==> config.mk <==
export PLATFORM = sky130hd
export DESIGN_NAME = uart_bits_to_stereo_pcm_unit
export DESIGN_NICKNAME = d
export VERILOG_FILES = /design/src/rtl/ubsp_pkg.sv /design/src/rtl/uart_bits_to_stereo_pcm_unit.sv
export SDC_FILE = /design/constraint.sdc
export NUM_CORES = 1
export LEC_CHECK = 0
export ABC_CLOCK_PERIOD_IN_PS = 2170
export BUFFER_PORTS_ARGS = -buffer_cell sky130_fd_sc_hd__buf_2
export CORE_ASPECT_RATIO = 1.25
export CORE_MARGIN = 2
export CORE_UTILIZATION = 36
export DETAILED_ROUTE_END_ITERATION = 12
export GPL_TIMING_DRIVEN = 0
export PLACE_DENSITY_LB_ADDON = 0.2
export SYNTH_ARGS = -nofsm -noshare
export SYNTH_HDL_FRONTEND = slang
export SYNTH_SLANG_ARGS = --single-unit
==> constraint.sdc <==
create_clock -name aclk -period 2.17 [get_ports aclk]
set_input_delay 0.434 -clock aclk [delete_from_list [all_inputs] [get_ports aclk]]
set_output_delay 0.434 -clock aclk [all_outputs]
set_load 0.01 [all_outputs]
==> src/rtl/ubsp_pkg.sv <==
// Shared constants and types for the UART-to-stereo-PCM serializer.
package ubsp_pkg;

    localparam int unsigned CfgIndexWidth = 8;
    localparam int unsigned CfgDataWidth  = 8;

    // Configuration register indexes
    localparam logic [CfgIndexWidth-1:0] CFG_PAIRS_PER_BIT  = 8'd0;
    localparam logic [CfgIndexWidth-1:0] CFG_PREAMBLE_BITS  = 8'd1;
    localparam logic [CfgIndexWidth-1:0] CFG_STOP_BIT_COUNT = 8'd2;
    localparam logic [CfgIndexWidth-1:0] CFG_ODD_PARITY     = 8'd3;

    // Register reset values
    localparam logic [7:0] PAIRS_PER_BIT_RST  = 8'd10;
    localparam logic [4:0] PREAMBLE_BITS_RST  = 5'd12;
    localparam logic [3:0] STOP_BIT_COUNT_RST = 4'd4;
    localparam logic       ODD_PARITY_RST     = 1'b0;

    // Line level to PCM
    localparam logic signed [15:0] LEVEL_HIGH_SAMPLE = 16'sh7FFF;
    localparam logic signed [15:0] LEVEL_LOW_SAMPLE  = 16'sh8000;

    // Bit position of the last data bit, counted down from here
    localparam logic [4:0] DATA_LAST_POS = 5'd7;

    typedef enum logic [5:0] {
        ST_IDLE   = 6'b000001,
        ST_PRE    = 6'b000010,
        ST_START  = 6'b000100,
        ST_DATA   = 6'b001000,
        ST_PARITY = 6'b010000,
        ST_STOP   = 6'b100000
    } ubsp_state_t;

endpackage

==> src/rtl/uart_bits_to_stereo_pcm_unit.sv <==
// Serializes bytes into UART-style frames, one stereo PCM line bit per beat.
//
//  channel | direction | beat content
//  s_      | in        | s_data_byte, s_message_start
//  m_      | out       | m_left_sample, m_right_sample, m_line_level, m_hold_pairs, m_frame_end
//  cfg_    | in        | cfg_wen, cfg_index, cfg_wdata (write only)
//
// One line bit leaves per cycle while m_ready does not stall the output, from a shift register and a bit counter.
// A frame holds a start bit, eight data bits, a parity bit and stop_bit_count stop bits
// (a stop count of 0 counts as 1), plus preamble_bits high bits first when message_start is set.
// The next byte is taken in the cycle that emits the last stop bit, so bytes run back to back.
// A stalled m_ready holds the sequencer in place; nothing is lost.
// Reset (aresetn low, synchronous) clears the sequencer, output valid and registers to defaults.
module uart_bits_to_stereo_pcm_unit
    import ubsp_pkg::*;
(
    input  logic                     aclk,
    input  logic                     aresetn,

    input  logic                     cfg_wen,
    input  logic [CfgIndexWidth-1:0] cfg_index,
    input  logic [CfgDataWidth-1:0]  cfg_wdata,

    input  logic                     s_valid,
    output logic                     s_ready,
    input  logic [7:0]               s_data_byte,
    input  logic                     s_message_start,

    output logic                     m_valid,
    input  logic                     m_ready,
    output logic signed [15:0]       m_left_sample,
    output logic signed [15:0]       m_right_sample,
    output logic                     m_line_level,
    output logic [7:0]               m_hold_pairs,
    output logic                     m_frame_end
);

    logic [7:0]  pairs_per_bit_reg;
    logic [4:0]  preamble_bits_reg;
    logic [3:0]  stop_bit_count_reg;
    logic        odd_parity_reg;

    ubsp_state_t state_reg, state_next;
    logic [4:0]  cnt_reg, cnt_next;
    logic [7:0]  shift_reg, shift_next;
    logic        parity_reg, parity_next;

    logic        out_valid_reg, out_valid_next;
    logic        out_level_reg, out_level_next;
    logic        out_last_reg, out_last_next;

    logic        advance;
    logic        last_stop;
    logic        accept;
    logic [3:0]  stops_eff;

    always_ff @(posedge aclk) begin
        if (!aresetn) begin
            pairs_per_bit_reg  <= PAIRS_PER_BIT_RST;
            preamble_bits_reg  <= PREAMBLE_BITS_RST;
            stop_bit_count_reg <= STOP_BIT_COUNT_RST;
            odd_parity_reg     <= ODD_PARITY_RST;
        end else if (cfg_wen) begin
            case (cfg_index)
                CFG_PAIRS_PER_BIT:  pairs_per_bit_reg  <= cfg_wdata;
                CFG_PREAMBLE_BITS:  preamble_bits_reg  <= cfg_wdata[4:0];
                CFG_STOP_BIT_COUNT: stop_bit_count_reg <= cfg_wdata[3:0];
                CFG_ODD_PARITY:     odd_parity_reg     <= cfg_wdata[0];
                default: ;
            endcase
        end
    end

    assign stops_eff = (stop_bit_count_reg == 4'd0) ? 4'd1 : stop_bit_count_reg;
    assign advance   = !out_valid_reg || m_ready;
    assign last_stop = (state_reg == ST_STOP) && (cnt_reg == 5'd1);
    assign s_ready   = (state_reg == ST_IDLE) || (last_stop && advance);
    assign accept    = s_valid && s_ready;

    always_comb begin
        state_next     = state_reg;
        cnt_next       = cnt_reg;
        shift_next     = shift_reg;
        parity_next    = parity_reg;
        out_valid_next = out_valid_reg;
        out_level_next = out_level_reg;
        out_last_next  = out_last_reg;

        if (advance) begin
            out_valid_next = 1'b1;
            out_last_next  = 1'b0;
            case (state_reg)
                ST_IDLE: begin
                    out_valid_next = 1'b0;
                end
                ST_PRE: begin
                    out_level_next = 1'b1;
                    cnt_next       = cnt_reg - 5'd1;
                    if (cnt_reg == 5'd1) begin
                        state_next = ST_START;
                    end
                end
                ST_START: begin
                    out_level_next = 1'b0;
                    cnt_next       = DATA_LAST_POS;
                    state_next     = ST_DATA;
                end
                ST_DATA: begin
                    // LSB first: shift right, fold each bit into parity
                    out_level_next = shift_reg[0];
                    parity_next    = parity_reg ^ shift_reg[0];
                    shift_next     = {1'b0, shift_reg[7:1]};
                    cnt_next       = cnt_reg - 5'd1;
                    if (cnt_reg == 5'd0) begin
                        state_next = ST_PARITY;
                    end
                end
                ST_PARITY: begin
                    out_level_next = parity_reg ^ odd_parity_reg;
                    cnt_next       = {1'b0, stops_eff};
                    state_next     = ST_STOP;
                end
                ST_STOP: begin
                    out_level_next = 1'b1;
                    out_last_next  = (cnt_reg == 5'd1);
                    cnt_next       = cnt_reg - 5'd1;
                    if (cnt_reg == 5'd1) begin
                        state_next = ST_IDLE;
                    end
                end
                default: begin
                    out_valid_next = 1'b0;
                    state_next     = ST_IDLE;
                end
            endcase
        end

        // A new byte overrides the sequencer; output register update above stands
        if (accept) begin
            shift_next  = s_data_byte;
            parity_next = 1'b0;
            cnt_next    = preamble_bits_reg;
            if (s_message_start && (preamble_bits_reg != 5'd0)) begin
                state_next = ST_PRE;
            end else begin
                state_next = ST_START;
            end
        end
    end

    always_ff @(posedge aclk) begin
        if (!aresetn) begin
            state_reg     <= ST_IDLE;
            out_valid_reg <= 1'b0;
        end else begin
            state_reg     <= state_next;
            out_valid_reg <= out_valid_next;
        end
    end

    always_ff @(posedge aclk) begin
        cnt_reg       <= cnt_next;
        shift_reg     <= shift_next;
        parity_reg    <= parity_next;
        out_level_reg <= out_level_next;
        out_last_reg  <= out_last_next;
    end

    assign m_valid        = out_valid_reg;
    assign m_line_level   = out_level_reg;
    assign m_frame_end    = out_last_reg;
    assign m_left_sample  = out_level_reg ? LEVEL_HIGH_SAMPLE : LEVEL_LOW_SAMPLE;
    assign m_right_sample = out_level_reg ? LEVEL_LOW_SAMPLE : LEVEL_HIGH_SAMPLE;
    assign m_hold_pairs   = (pairs_per_bit_reg == 8'd0) ? 8'd1 : pairs_per_bit_reg;

    // A frame always closes on a high line bit
    a_frame_end_high: assert property (@(posedge aclk) disable iff (!aresetn)
        (m_valid && m_frame_end) |-> m_line_level)
        else $error("frame_end on a low line bit");

    // An accepted byte puts the sequencer to work in the next cycle
    a_accept_busy: assert property (@(posedge aclk) disable iff (!aresetn)
        (s_valid && s_ready) |=> (state_reg != ST_IDLE))
        else $error("sequencer idle after accepting a byte");

    // Emitting the last stop bit yields a frame_end beat
    a_last_stop_marks: assert property (@(posedge aclk) disable iff (!aresetn)
        (last_stop && advance) |=> (m_valid && m_frame_end))
        else $error("last stop bit without frame_end");

    // Sequencer state stays one-hot
    a_state_onehot: assert property (@(posedge aclk) disable iff (!aresetn)
        $onehot(state_reg))
        else $error("sequencer state not one-hot");

endmodule
# Word-level counts from Yosys, hierarchy flattened
# Index checks and enable logic that the tools add are counted.
[word_totals] mem_bits_rw=0 latch_bits=0 mem_bits_ro=0 output_inout_bits=44 wordCells=75 memories=0 reg_bits=41 inputBits=30
[op_classes] addsub=1 eq_ne=14 mux=19 n_lt_le_gt_ge=0 bitwise=2 n_div=0 reduce_logical=28 shift=0 n_mul=0
[op_table] cell="6-bit case mux with 6 select lines" n=1
[op_table] cell="16-bit 2-to-1 mux" n=2
[op_table] cell="8-bit 2-to-1 mux" n=4
[op_table] cell="6-bit 2-to-1 mux" n=5
[op_table] cell="8-bit by 2-bit equality test with 1-bit output (second input constant)" n=2
[op_table] cell="8-bit zero test" n=2
[op_table] cell="2-bit AND reduction" n=8
[op_table] cell="5-bit case mux with 3 select lines" n=1
[op_table] cell="5-bit 2-to-1 mux" n=2
[op_table] cell="8-bit by 1-bit equality test with 1-bit output (second input constant)" n=1
[op_table] cell="4-bit nonzero test" n=2
[op_table] cell="6-bit by 1-bit equality test with 1-bit output (second input constant)" n=1
[op_table] cell="6-bit by 2-bit equality test with 1-bit output (second input constant)" n=1
[op_table] cell="6-bit by 3-bit equality test with 1-bit output (second input constant)" n=1
[op_table] cell="6-bit by 4-bit equality test with 1-bit output (second input constant)" n=1
[op_table] cell="6-bit by 5-bit equality test with 1-bit output (second input constant)" n=1
[op_table] cell="6-bit equality test (second input constant)" n=1
[op_table] cell="3-bit inequality test (second input constant)" n=2
[op_table] cell="5-bit by 1-bit equality test with 1-bit output (second input constant)" n=1
[op_table] cell="5-bit zero test" n=1
[op_table] cell="5-bit AND reduction" n=1
[op_table] cell="5-bit nonzero test" n=1
[op_table] cell="5-bit OR reduction" n=1
[op_table] cell="5-bit by 1-bit subtractor with 5-bit output (second input constant)" n=1
[op_table] cell="14 further kinds" n=20

# Logic depth before layout (Yosys ltp)
[depth] word_depth=7 depth_mapped=8 depth_no_buf=7

# Least setup slack after synthesis
# OpenSTA, ideal clock, no wires.
[synth_path] path_type="register to register" startpoint="register cnt_reg[2]" endpoint="register shift_reg[0], enable pin" arrival_time_ps=1648 period_less_slack_ps=1977 n_path_buf=1 stages_incl_launch_ff=6 path_slack_ps=193 required_time_ps=1841 setup_ps=329 path_cell_list="edfxtp_1 -> nor3_1 -> a31oi_1 -> or2_2 -> buf_2 -> nand2_1"
[synth_between] elab_chain_len=7 word_cells_on_any_way=8 cone_classes="eq/ne: 1; reduce/logical: 7"
[synth_lines] element="from (decl)" line_no="uart_bits_to_stereo_pcm_unit.sv:44" rtl="logic [4:0] cnt_reg, cnt_next;"
[synth_lines] element="from (signal assigned)" line_no="uart_bits_to_stereo_pcm_unit.sv:162" rtl="cnt_reg <= cnt_next;"
[synth_lines] element="5-bit by 1-bit equality test with 1-bit output (*)" line_no="uart_bits_to_stereo_pcm_unit.sv:76" rtl="assign last_stop = (state_reg == ST_STOP) && (cnt_reg == 5'd1);"
[synth_lines] element="1-bit logical AND (*)" line_no="uart_bits_to_stereo_pcm_unit.sv:76"
[synth_lines] element="1-bit logical AND (*)" line_no="uart_bits_to_stereo_pcm_unit.sv:77" rtl="assign s_ready = (state_reg == ST_IDLE) || (last_stop && advance);"
[synth_lines] element="1-bit logical OR (*)" line_no="uart_bits_to_stereo_pcm_unit.sv:77"
[synth_lines] element="1-bit logical AND (*)" line_no="uart_bits_to_stereo_pcm_unit.sv:78" rtl="assign accept = s_valid && s_ready;"
[synth_lines] element="2-bit nonzero test (no line)"
[synth_lines] element="2-bit AND reduction (no line) (*)"
[synth_lines] element="to (signal assigned)" line_no="uart_bits_to_stereo_pcm_unit.sv:163" rtl="shift_reg <= shift_next;"
[synth_lines] element="to (decl)" line_no="uart_bits_to_stereo_pcm_unit.sv:45" rtl="logic [7:0] shift_reg, shift_next;"
# Every way passes the cells marked *; elsewhere a longest branch is shown, timed or not.
# A chain may end at the register's enable or synchronous reset.

# Worst setup path after layout
[layout_path] startpoint="register cnt_reg[0]" endpoint="output s_ready"
[layout_between] elab_chain_len=4
[layout_lines] element="5-bit by 1-bit equality test with 1-bit output" line_no="uart_bits_to_stereo_pcm_unit.sv:76"
[layout_lines] element="1-bit logical AND" line_no="uart_bits_to_stereo_pcm_unit.sv:76"
[layout_lines] element="1-bit logical AND" line_no="uart_bits_to_stereo_pcm_unit.sv:77"
[layout_lines] element="1-bit logical OR" line_no="uart_bits_to_stereo_pcm_unit.sv:77"
[layout_lines] element="to (decl)" line_no="uart_bits_to_stereo_pcm_unit.sv:25" rtl="output logic s_ready,"
# No other way between the ends.

==> metrics <==
run status finished clean; DRT Wirelength 5.23 mm; global-route usage over all layers 14.6%; starting density of the core 36.8%; VDD IR max 0.485 mV; maximum achievable frequency 479 MHz; Setup Crit Path Kind register to primary output; routability cong. 0.890; vias in the first global route 1,870; clock skew approximately 0.0026 ns; DRC 0; sort of element at the start of the critical path register; DR pass1 iterations 2; data arrival time at the worst-slack endpoint between 1.5 and 2 ns; die area 0.00731 mm2; Post-Place Setup Slack -0.214 ns; slew at the pin with the worst max-slew slack 0.735 ns; detailed-route via count 2,072; async set-reset flop share out of synthesis 0%; Vias per Instance between 4 and 5; area of the mapped netlist 0.00239 mm2; Synthesized Nets 301; cell area after placement 0.00286 mm2; die span in x 76.9 um; final hold violation count 0; Cell Rows 33; hpwl dp 4.00 mm; die height 95.1 um; fraction of the cycle the final worst path needs between 90% and 100%; top-count cell post-synth nand2_1; post-layout min period 2.09 ns; Clock H-tree levels 2; smallest setup slack after layout between 0.08 and 0.09 ns; library cell occupying the most area in the post-synthesis netlist dfxtp_1; number of buffers added by the clock tree synthesis step 5; pin count of the biggest net entering global routing 19; clock-pin slew on the worst setup and hold paths 0.07 ns; Port Buf Inserts 72; fraction of post-synthesis cell area in the top cell type by area roughly 22%; max-slew violation total from the final report 0; area of all placed cells without fillers 0.00304 mm2; core outline area 0.00648 mm2; synthesized flop and latch total about 40; Static Leak 1.42 nW; endpoint kind of the worst setup timing path primary output; number of setup violations in the final report 0; overflow left after global routing 0; antenna violations before repair 0; count of boundary I/O pins 74; n_diodes 0; Yosys Warn Count 0; number of instances in the synthesized netlist 268; top_reg_cell synth dfxtp_1; Worst-Skew Late Latency just under 0.3 ns; clock tree from TritonCTS yes; Post-synth EDFFs 15; Max-cap violations 0; average wire length per cell after detail routing approximately 12 um; synth unique cells between 40 and 50; first-pass GRT wire length roughly 8.6 mm; Clock Tree Root clkbuf_8; Clock Path Buffers 2; cell area power density about 850 mW/mm2; Data required, critical path 1.74 ns; final sum of negative setup slack 0 ns; fraction of layout instances using a drive strength above 1 38.3%; maximum fanout encountered on the critical timing path 4; final net count between 300 and 400; power after layout between 2 and 3 mW; number of sinks on the clock net 41; core occupancy in the finished layout 46.8%; mean area per synthesized cell 8.91 um2; ranking of synthesized cells by area dfxtp_1 (22%), edfxtp_1 (19%), buf_4 (10%); sequential element share of the synthesized area 40.6%; Final ANT Viol Nets 0; area added between synthesis and finish 27.1%; cts-stage hold buffer count 0; most used standard cells in the synthesized netlist nand2_1 (38), buf_4 (32), dfxtp_1 (26); DRC violation total after the first TritonRoute iteration 78; worst slew slack as a fraction of its limit a little over 50%; path class of the lowest-slack min-delay path input pin to register
-- cells by family (layout without fill, tap and decap cells) --
kind of cell / count (synthesis) / in the layout / synth area share (%)
compound gates: 38 / 38 / 10.1
flops: 41 / 41 / 40.6
simple gates: 103 / 103 / 22.6
fa+ha+maj: 3 / 3 / 1.57
buf+inv: 56 / 143 / 14.1
xor+xnor: 7 / 7 / 2.57
mux: 20 / 20 / 8.38
-- metal layers --
metal | wire, um | GRT usage [%]
met4 | 89 | 5.91
met3 | 313 | 2.84
met1 | 2220 | 17.1
met5 | 0 | 0
met2 | 2600 | 26.2
-- layout make-up --
class | count | area [um2]
buffer | 51 | 320
fill | 653 | 3450
multi-input combinational | 171 | 1120
sequential | 41 | 971
clock buffer | 8 | 80.1
inverter | 5 | 18.8
tap | 87 | 109
timing repair buffer | 79 | 413
-- cells in the final DEF (no fill, tap or decap), types with 5 or more instances in the layout --
master / synthesis / layout
a21oi_1: 8 / 8
buf_2: 5 / 77
buf_4: 32 / 39
clkbuf_1: 14 / 15
clkbuf_8: 0 / 5
dfxtp_1: 26 / 26
edfxtp_1: 15 / 15
mux2i_1: 20 / 20
nand2_1: 38 / 37
nand3_1: 6 / 6
nor2_1: 22 / 22
nor3_1: 7 / 6
o21ai_0: 14 / 14
xor2_1: 5 / 5
-- through the flow --
step / instances / hold slack (ns)
6_report: 442 / 0.381
5_1_grt: 442 / 0.405
4_1_cts: 435 / 0.375
3_5_place_dp: 427 / 0.490
3_3_place_gp: 427 / 0.485
2_1_floorplan: 268 / 0.458
-- worst max-delay path, cell delays in order (launching register included) --
cell	delay, ns
edfxtp_1	0.45
ha_2	0.24
and3b_1	0.21
a31oi_2	0.25
nor2b_1	0.08
buf_2	0.15
-- timing repair --
| item | in CTS | in global routing |
|---|---|---|
| endpoints found under the hold margin | 0 | 0 |
| setup endpoints to repair | 10 | 36 |
| resized for setup | 3 | 9 |
| setup buffers | 0 | 7 |
-- final timing paths --
path | cells after the start | startpoint | endpoint | slack, ns
worst min-delay path | 3 | cfg_wdata[7] | pairs_per_bit_reg[7] | 0.38
worst max register to register | 7 | cnt_reg[1] | cnt_reg[1] | 0.10
worst min register to register | 2 | pairs_per_bit_reg[1] | pairs_per_bit_reg[1] | 0.52
worst max-delay path | 5 | cnt_reg[0] | s_ready | 0.08
-- power breakdown --
group	internal (mW)	switching, mW	leakage, nW
combinational	0.484	0.569	1.03
clock	0.228	0.245	0.0395
sequential	0.971	0.0677	0.353
(Power assumes the default switching activity.)
